`src/rtl/gm_pkg.sv`:
```
// Shared types and constants of the Gaussian mask generator.
package gm_pkg;

   localparam int MAX_TAPS_DEFAULT = 64;

   localparam int SIGMA_W   = 15;
   localparam int TAPS_W    = 7;
   localparam int CSR_IDX_W = 1;
   localparam int REQ_W     = 8;
   localparam int RSP_W     = 24;
   localparam int IDX_W     = 6;
   localparam int COEF_W    = 17;
   localparam int WEIGHT_W  = 17;
   localparam int SUM_W     = 23;

   localparam int DIVIDEND_W = 64;
   localparam int DIVISOR_W  = 32;
   localparam int DIV_CNT_W  = 6;

   // Register indexes
   localparam logic [CSR_IDX_W-1:0] CSR_SIGMA = 1'b0;
   localparam logic [CSR_IDX_W-1:0] CSR_TAPS  = 1'b1;

   localparam logic [SIGMA_W-1:0] SIGMA_RESET = 15'd256;
   localparam logic [TAPS_W-1:0]  TAPS_RESET  = 7'd5;

   // Exp approximation constants
   localparam logic [32:0] Q32_ONE   = 33'h1_0000_0000;
   localparam logic [63:0] A_LIMIT   = 64'(32 * 65536);
   localparam logic [2:0]  EXP_TERMS = 3'd5;
   localparam logic [3:0]  SQUARINGS = 4'd8;
   localparam logic [COEF_W-1:0] COEF_ONE = 17'd65536;

   // Reciprocals for exact 32-bit division by 3 (shift 33) and by 5 (shift 34)
   localparam logic [31:0] RECIP3 = 32'hAAAA_AAAB;
   localparam logic [31:0] RECIP5 = 32'hCCCC_CCCD;

   typedef enum logic [3:0] {
      S_IDLE, S_SETUP, S_ADIV, S_AWAIT, S_MUL, S_KDIV, S_KWAIT, S_SQR,
      S_RND, S_WRITE, S_SRD, S_SACC, S_NRD, S_NDIV, S_NWAIT, S_OUT
   } state_type;

   typedef struct packed {
      logic                  start;
      logic [DIVIDEND_W-1:0] dividend;
      logic [DIVISOR_W-1:0]  divisor;
   } div_req_type;

   typedef struct packed {
      logic                  done;
      logic [DIVIDEND_W-1:0] quotient;
   } div_rsp_type;

endpackage

```
`src/rtl/gm_div.sv`:
```
// Restoring divider, one quotient bit per cycle.
module gm_div (
   input  logic                clock,
   input  logic                reset,
   input  gm_pkg::div_req_type req,
   output gm_pkg::div_rsp_type rsp
);

   logic                              busy_ff, busy_in;
   logic                              done_ff, done_in;
   logic [gm_pkg::DIV_CNT_W-1:0]      cnt_ff, cnt_in;
   logic [gm_pkg::DIVISOR_W:0]        rem_ff, rem_in;
   logic [gm_pkg::DIVIDEND_W-1:0]     quo_ff, quo_in;
   logic [gm_pkg::DIVISOR_W-1:0]      dvs_ff, dvs_in;
   logic [gm_pkg::DIVISOR_W:0]        trial;

   // One shift-subtract step
   always_comb begin
      busy_in = busy_ff;
      done_in = 1'b0;
      cnt_in  = cnt_ff;
      rem_in  = rem_ff;
      quo_in  = quo_ff;
      dvs_in  = dvs_ff;
      trial   = {rem_ff[gm_pkg::DIVISOR_W-1:0], quo_ff[gm_pkg::DIVIDEND_W-1]};
      if (req.start) begin
         busy_in = 1'b1;
         cnt_in  = '0;
         rem_in  = '0;
         quo_in  = req.dividend;
         dvs_in  = req.divisor;
      end else if (busy_ff) begin
         if (trial >= {1'b0, dvs_ff}) begin
            rem_in = trial - {1'b0, dvs_ff};
            quo_in = {quo_ff[gm_pkg::DIVIDEND_W-2:0], 1'b1};
         end else begin
            rem_in = trial;
            quo_in = {quo_ff[gm_pkg::DIVIDEND_W-2:0], 1'b0};
         end
         cnt_in = cnt_ff + 1'b1;
         if (cnt_ff == '1) begin
            busy_in = 1'b0;
            done_in = 1'b1;
         end
      end
   end

   always_ff @(posedge clock) begin
      if (reset) begin
         busy_ff <= 1'b0;
         done_ff <= 1'b0;
      end else begin
         busy_ff <= busy_in;
         done_ff <= done_in;
      end
      cnt_ff <= cnt_in;
      rem_ff <= rem_in;
      quo_ff <= quo_in;
      dvs_ff <= dvs_in;
   end

   assign rsp.done     = done_ff;
   assign rsp.quotient = quo_ff;

endmodule

```
`config.mk`:
```
export PLATFORM = sky130hd
export DESIGN_NAME = gm_div
export DESIGN_NICKNAME = d
export VERILOG_FILES = /design/src/rtl/gm_pkg.sv /design/src/rtl/gm_div.sv
export SDC_FILE = /design/constraint.sdc
export NUM_CORES = 1
export LEC_CHECK = 0
export CAP_MARGIN = 20
export CORE_MARGIN = 5
export CORE_UTILIZATION = 50
export CTS_CLUSTER_SIZE = 10
export DETAILED_ROUTE_END_ITERATION = 6
export DONT_BUFFER_PORTS = 1
export HOLD_SLACK_MARGIN = 0.06
export RECOVER_POWER = 25
export SYNTH_ARGS = -nofsm -noshare
export SYNTH_HDL_FRONTEND = slang
export SYNTH_SLANG_ARGS = --single-unit
```
`constraint.sdc`:
```
create_clock -name clock -period 3.8 [get_ports clock]
set_input_delay 0 -clock clock [delete_from_list [all_inputs] [get_ports clock]]
set_output_delay 0 -clock clock [all_outputs]
set_load 0.05 [all_outputs]
```
==> results of run 1 <==
==> kinds of logic (layout without fill, tap and decap cells) <==
| kind of cell | Yosys count | in the layout |
|---|---|---|
| and+or+nand+nor | 166 | 166 |
| muxes | 88 | 88 |
| buffers and inverters | 75 | 182 |
| adders and majority gates | 34 | 34 |
| DFF | 136 | 136 |
| xor gates and xnor gates | 22 | 22 |
| AOI/OAI and AO/OA | 142 | 142 |
==> cells in the final DEF, fill, tap and decap left out, drive strengths merged, types with 3 or more instances in the layout <==
cell,count
a211o,4
a211oi,22
a21o,9
a21oi,36
a311oi,6
a31oi,4
and2,3
buf,6
clkbuf,19
clkinv,6
dfxtp,40
dlygate4sd3,98
edfxtp,96
ha,33
inv,50
mux2,65
mux2i,23
nand2,37
nand2b,7
nand3,15
nand4,9
nor2,54
nor2b,6
nor3,17
o211ai,9
o21a,4
o21ai,25
o21bai,3
o31a,3
or2,4
or3,4
xnor2,13
xor2,9
==> layer usage <==
| layer | track usage [%] | vias to the layer above | part of all wire, % |
|---|---|---|---|
| met1 | 24.8 | 2599 | 41 |
| met5 | 0 | - | 0 |
| li1 | - | 2659 | - |
| met4 | 6.74 | 0 | 1.5 |
| met3 | 7.87 | 17 | 8.5 |
| met2 | 34.0 | 205 | 49 |
==> per-stage QoR <==
stage	cells	worst slack, ns	util (%)	hold slack (ns)	total power, W
finish	954	0.707	62.9	0.101	0.00442
global route	954	0.493	62.9	0.126	0.00462
CTS	954	0.697	62.9	0.0875	0.00445
floorplan	663	0.853	-	0.0724	0.00258
detailed placement	823	0.738	51.9	0.0698	0.00270
global placement	823	0.812	51.9	0.0676	0.00269
==> flip-flops by register name, summed over array words and instances, names as in the netlist <==
signal	cells
quo_ff	64
dvs_ff	32
rem_ff	32
cnt_ff	6
busy_ff	1
done_ff	1
==> worst max path at each step <==
stage                       to  slack, ns  cells past startpoint
floorplan           rem_ff[30]       0.85                     11
global placement    rem_ff[30]       0.81                     12
detailed placement  rem_ff[30]       0.74                     12
CTS                 rem_ff[30]       0.70                     12
global route        rem_ff[30]       0.49                     12
finish              rem_ff[30]       0.71                     12
==> power by group through the flow <==
stage	combinational, W	clock [W]	sequential (W)
final	0.000712	0.00163	0.00208
after global routing	0.000790	0.00173	0.00210
after CTS	0.000708	0.00166	0.00208
after detailed placement	0.000595	0	0.00211
after global placement	0.000583	0	0.00211
after floorplan	0.000498	0	0.00208
==> cell type report <==
| class | count | area (um2) | share of cell area [%] |
|---|---|---|---|
| clock buffers | 19 | 433 | 4.75 |
| clock inverters | 13 | 146 | 1.61 |
| flip-flops and latches | 136 | 3680 | 40.5 |
| multi-input cells | 452 | 3380 | 37.1 |
| well taps | 184 | 230 | 2.53 |
| inverters | 46 | 173 | 1.90 |
| repair buffers | 104 | 1060 | 11.6 |
==> repair_timing <==
| action | in CTS | in global routing |
|---|---|---|
| hold buffers | 99 | 0 |
| hold endpoints to repair | 168 | 0 |
| buffers inserted | 0 | 0 |
==> reports/metrics.yaml, run 1 <==
sta:
  timing.final.max_slew_violations: 0
  fin_crit_sh_pct: 81.4
  setup-tns-final_ns: 0
  tightestPinTransition_ns: 0.810
  hold_viol_final: 0
  timing.slew.headroom_pct: 46.0
  period_needed_ns: 3.09
  setup_viol: 0
  clock-skew-final_ns: 0.0106
  fmax_mhz: 323
  rsz0062_at_grt: "no"
critical_path:
  timing.critical_path.from: "quo_ff[63]"
  startpoint_type: "register"
  timing.reg2reg.setup_slack_ns: 0.71
  max_stage_delay_ns: 0.40
  reg2reg_from: "quo_ff[63]"
  timing.critical_path.buf_inv: 2
  worst-endpoint-required_ns: 4.07
  crit_top_cell: "a21o_1"
  rr_worst_depth: 12
  timing_worst_setup_path_type: "reg2reg"
  worst_setup_path_end_kind: "register"
  worstPathArrival_ns: 3.36
  critical_path_peak_fanout: 2
  crit_slowest_cell: "fa_1"
  timing.rr.end: "rem_ff[30]"
  critical_path.cell_chain: "buf_4 -> inv_1 -> ha_1 -> fa_1 -> nand2b_1 -> a21o_1 -> a211o_1 -> a21oi_1 -> nor3_1 -> a21o_1 -> a311oi_1 -> o221ai_1"
  cp_top_family: "compound AO/OA/AOI/OAI gates"
yosys:
  syn-cell-area_um2: 7380
  synth_mux_area_share_pct: 13.1
  ys_seq_area_share_pct: 49.9
  commonest_cells_in_the_synthesized_netlist: "edfxtp_1 (96), mux2_2 (64), nor2_1 (54)"
  synth-main-ff-cell: "edfxtp_1"
  mappedNetlistNets: 796
  post_synth.cell_area_avg_um2: 11.1
  post-synth-top-count-cell: "edfxtp_1"
  post_synth_inst_count: 663
  share_of_async_settable_or_async_resettable_flops_after_synthesis_pct: 0
  post_synth_fa_ha_maj_area_fraction_pct: 5.87
  synth_top_family_by_area: "compound AO/OA/AOI/OAI gates"
  ys_seq_elements: 136
  synth-compound-area-share_pct: 13.3
  post-synth-top-area-cell: "edfxtp_1"
  post-synth-top-area-fraction_pct: 39.1
  cells_taking_the_most_area_after_synthesis: "edfxtp_1 (39%), dfxtp_1 (11%), mux2_2 (9.8%), ha_1 (5.6%), mux2i_1 (3.1%)"
  xor_xnor_fraction_of_synth_area_pct: 2.61
  yosys_warnings: 0
  post_synth_and_or_nand_nor_area_fraction_pct: 10.8
  yosysUniqueCellTypes: 67
  number_of_synthesized_flops_with_an_enable_pin: 96
routing:
  drtPass1Iterations: 5
  totalWireLength_mm: 17.9
  drc_errors: 0
  post_drt_via_cell_ratio: 5.74
  route.antenna.remaining_nets: 0
  detailedRoute.firstIterationViolations: 516
  wl_per_cell_um: 18.7
  vias: 5480
clocking:
  cts_sinks: 136
  clock_insertion_delay_worst_skew_ns: 0.42
  post_cts_resize_count: 0
  h_tree_levels: 4
  clock_tree.buffer_depth: 2
  clk_pin_slew_ns: 0.06
  numCtsBuffers: 17
  tritoncts: "yes"
  cts-root-buf: "clkbuf_16"
global_route:
  grt.total_usage_pct: 20.6
  wire_length_of_the_first_global_routing_pass_mm: 29.2
  grt_remaining_overflow: 0
  grt_start_max_net_pins: 137
  grt_antenna_before_repair: 0
  vias_in_the_first_global_route: 5625
power_and_ir_drop:
  clock_power_share_pct: 36.8
  leakagePower_nw: 3.46
  power.share.sequential_pct: 47.1
  p_switching_w: 0.00137
  cellPowerDensity_nw_per_um2: 486
  swShare_pct: 31.0
  worst_ir_drop_vdd_mv: 0.323
  internal-power_w: 0.00305
  combinationalPowerShare_pct: 16.1
min_path:
  hold-path-endpoint: "dvs_ff[3]"
  min_path_cells: 1
  worst_min_path_class: "in2reg"
  min-delay-start: "req[96]"
layout:
  antenna_cells: 0
  fin_nets: 890
  final_layout_size_suffix_gt1_share_pct: 15.2
  syn_to_final_growth_pct: 23.4
  number_of_filler_cells_placed_in_the_layout: 1148
  stdcell_area_um2: 9110
placed_design:
  postPlaceCellArea_um2: 7520
  detailedPlacementHpwl_mm: 11.8
  port_buffers: 0
  place.gp.congestion: 0.895
floorplan:
  die-width_um: 131
  top_level_ports: 164
  floorplan.die_area_um2: 17300
  core_area_um2: 14500
  initial_core_util_pct: 51.0
  die_h_um: 131
  placement_rows: 44
job:
  drv.max_cap_violation_count: 0
run_status:
  run_status: "complete, no violations"
Note: power is estimated with default switching activity, not from simulation.
==> run 2, diff against run 1 <==
--- a/config.mk
+++ b/config.mk
@@ -5,6 +5,7 @@
 export SDC_FILE = /design/constraint.sdc
 export NUM_CORES = 1
 export LEC_CHECK = 0
+export ABC_AREA = 1
 export CAP_MARGIN = 20
 export CORE_MARGIN = 5
 export CORE_UTILIZATION = 50
==> constraint.sdc (replaced) <==
create_clock -name clock -period 2.9 [get_ports clock]
set_input_delay 0 -clock clock [delete_from_list [all_inputs] [get_ports clock]]
set_output_delay 0 -clock clock [all_outputs]
set_load 0.05 [all_outputs]
==> run 2 against run 1 <==
  * Power is 21% higher
  * First-iteration DRC count down 22%
  * Largest power group unchanged
  * Routed wire length rose by 21%
  * Die area up 9.9%
  * Sequential share of layout area shrank 3.4 points
  * Via count is 29% higher
  * Global-route usage up 3.1 points
==> reports/metrics.yaml, run 2 <==
min_path:
  min-delay-start: "req[96]"
  min_path_cells: 4
  hold-path-endpoint: "cnt_ff[3]"
  worst_min_path_class: "in2reg"
floorplan:
  floorplan.die_area_um2: 19000
  core_area_um2: 15900
  placement_rows: 46
  top_level_ports: 164
  die_h_um: 138
  initial_core_util_pct: 51.3
  die-width_um: 138
sta:
  timing.final.max_slew_violations: 0
  rsz0062_at_grt: "no"
  setup-tns-final_ns: 0
  period_needed_ns: 2.41
  setup_viol: 0
  timing.slew.headroom_pct: 54.9
  fmax_mhz: 415
  tightestPinTransition_ns: 0.677
  fin_crit_sh_pct: 83.0
  hold_viol_final: 0
  clock-skew-final_ns: 0.0135
layout:
  largestRegisters: "quo_ff x64, dvs_ff x32, rem_ff x32"
  antenna_cells: 0
  stdcell_area_um2: 9930
  util_after_layout_pct: 62.3
  mostFrequentLayoutCell: "nand2_1"
  max_flop_register: "quo_ff"
  largest_reg_flops: 64
  layout.cells.most_common_list: "nand2_1 (471), inv_1 (161), dlygate4sd3_1 (99), edfxtp_1 (96), nand3_1 (78)"
  final_layout_size_suffix_gt1_share_pct: 6.13
  fin_nets: 1328
  syn_to_final_growth_pct: 21.5
yosys:
  ys_seq_elements: 136
  post-synth-top-count-cell: "nand2_1"
  commonest_cells_in_the_synthesized_netlist: "nand2_1 (471), inv_1 (162), edfxtp_1 (96)"
  mappedNetlistNets: 1232
  post_synth.cell_area_avg_um2: 7.44
  share_of_async_settable_or_async_resettable_flops_after_synthesis_pct: 0
  post-synth-top-area-fraction_pct: 35.3
  ys_seq_area_share_pct: 45.1
  post-synth-top-area-cell: "edfxtp_1"
  post_synth_inst_count: 1099
  syn-cell-area_um2: 8170
  yosysUniqueCellTypes: 38
  cells_taking_the_most_area_after_synthesis: "edfxtp_1 (35%), nand2_1 (22%), dfxtp_1 (9.8%), inv_1 (7.4%), ha_1 (5.1%)"
  synth-main-ff-cell: "edfxtp_1"
  number_of_synthesized_flops_with_an_enable_pin: 96
  yosys_warnings: 0
clocking:
  numCtsBuffers: 17
  clock_insertion_delay_worst_skew_ns: 0.42
  cts-root-buf: "clkbuf_16"
  post_cts_resize_count: 0
  clk_pin_slew_ns: 0.06
  h_tree_levels: 4
  post_cts.repair.setup_buffers: 0
  tritoncts: "yes"
  cts_sinks: 136
  clock_tree.buffer_depth: 2
critical_path:
  max_stage_delay_ns: 0.38
  rr_worst_depth: 15
  timing.rr.end: "rem_ff[9]"
  timing.critical_path.buf_inv: 3
  crit_top_cell: "nand2_1"
  timing.reg2reg.setup_slack_ns: 0.49
  critical_path_peak_fanout: 19
  worst-endpoint-required_ns: 3.20
  crit_slowest_cell: "edfxtp_1"
  worst-path-stages: 15
  cp_top_family: "simple AND/OR/NAND/NOR gates"
  reg2reg_from: "dvs_ff[19]"
  worst_setup_path_end_kind: "register"
  startpoint_type: "register"
  worstPathArrival_ns: 2.70
  timing_worst_setup_path_type: "reg2reg"
  critical_path.cell_chain: "inv_1 -> ha_1 -> nand2_1 -> inv_2 -> nand2_1 -> nand2_1 -> nand2_1 -> nand2_1 -> nand2_1 -> nand3_2 -> nor2_8 -> buf_4 -> nand3_1 -> nand3_1 -> o21ai_1"
global_route:
  gr_util_met2_pct: 39.6
  grt_start_max_net_pins: 100
  use_met1_pct: 30.5
  grt_antenna_before_repair: 0
  wire_length_of_the_first_global_routing_pass_mm: 35.0
  grt_remaining_overflow: 0
  vias_in_the_first_global_route: 7096
  grt.total_usage_pct: 23.6
  most_utilized_layer_in_the_global_route_result: "met2"
  global_route.usage.met3_pct: 5.62
power_and_ir_drop:
  power.share.sequential_pct: 49.7
  worst_ir_drop_vdd_mv: 0.488
  leakagePower_nw: 4.91
  combinationalPowerShare_pct: 10.2
  clock_power_share_pct: 40.1
  internal-power_w: 0.00376
  cellPowerDensity_nw_per_um2: 537
  swShare_pct: 29.5
  p_switching_w: 0.00157
  total_power_w: 0.00533
routing:
  vias: 7065
  drc_errors: 0
  totalWireLength_mm: 21.7
  drtPass1Iterations: 5
  post_drt_via_cell_ratio: 4.96
  wl_per_cell_um: 15.2
  detailedRoute.firstIterationViolations: 401
  route.antenna.remaining_nets: 0
placed_design:
  port_buffers: 0
  detailedPlacementHpwl_mm: 14.9
  place.gp.congestion: 0.959
  postPlaceCellArea_um2: 8340
job:
  drv.max_cap_violation_count: 0
run_status:
  run_status: "complete, no violations"
run 2: changes by cell type after synthesis, sizes merged, moves of 8 or more:
| cell | change |
|---|---|
| mux2 | -65 |
| xor2 | -8 |
| a21oi | -9 |
| a21o | -9 |
| nand2 | +447 |
| o211ai | -9 |
| mux2i | -23 |
| nand3 | +66 |
| nor3 | -9 |
| nand3b | +17 |
| a211oi | -22 |
| inv | +121 |
run 2: kinds of logic after synthesis:
group           share of synthesized area [%]
xor+xnor                                 1.50
buf+inv                                  9.86
compound gates                           4.13
flops                                    45.1
fa+ha+maj                                5.30
simple gates                             34.1
run 2: worst max-delay path by stage:
stage | from | to
after detailed placement | dvs_ff[31] | rem_ff[17]
after CTS | dvs_ff[31] | rem_ff[17]
final | dvs_ff[19] | rem_ff[9]
after floorplan | quo_ff[63] | rem_ff[24]
after global routing | dvs_ff[19] | rem_ff[10]
after global placement | dvs_ff[31] | rem_ff[17]
run 2: worst min-delay path: stages:
cell and delay (ns):
inv_2 0.02, buf_4 0.32, nand2_1 0.15, nor2_1 0.03
run 2: layer usage:
| layer | wire, um | part of all wire, % | vias to the layer above |
|---|---|---|---|
| met1 | 9810 | 45 | 3193 |
| met5 | 0 | 0 | - |
| met4 | 318 | 1.5 | 0 |
| met2 | 10300 | 47 | 219 |
| met3 | 1310 | 6.0 | 19 |
| li1 | - | - | 3634 |
run 2: per-stage QoR:
| stage | hold WS, ns | worst slack, ns | instances |
|---|---|---|---|
| floorplan | 0.0785 | 0.616 | 1099 |
| global placement | 0.0878 | 0.537 | 1292 |
| detailed placement | 0.0825 | 0.528 | 1292 |
| CTS | 0.144 | 0.494 | 1424 |
| global route | 0.195 | 0.282 | 1424 |
| finish | 0.162 | 0.492 | 1424 |
run 2: area by class of cell:
| cell class | instances | area [um2] |
|---|---|---|
| clock buffers | 21 | 450 |
| inverters | 169 | 634 |
| well taps | 216 | 270 |
| fillers | 1443 | 6020 |
| flip-flops and latches | 136 | 3680 |
| repair buffers | 107 | 1080 |
| multi-input cells | 764 | 3680 |
| clock inverters | 11 | 125 |
run 2: timing repair:
item                                    CTS  global route
hold buffers                            100             0
endpoints found under the setup margin    0             0
hold endpoints to repair                148             0
run 2: power groups by stage:
stage                     sequential (W)  clock (W)  combinational (W)
after floorplan                  0.00267          0           0.000317
after global placement           0.00269          0           0.000403
after detailed placement         0.00269          0           0.000411
after CTS                        0.00265    0.00218           0.000542
after global routing             0.00266    0.00226           0.000610
final                            0.00265    0.00214           0.000543
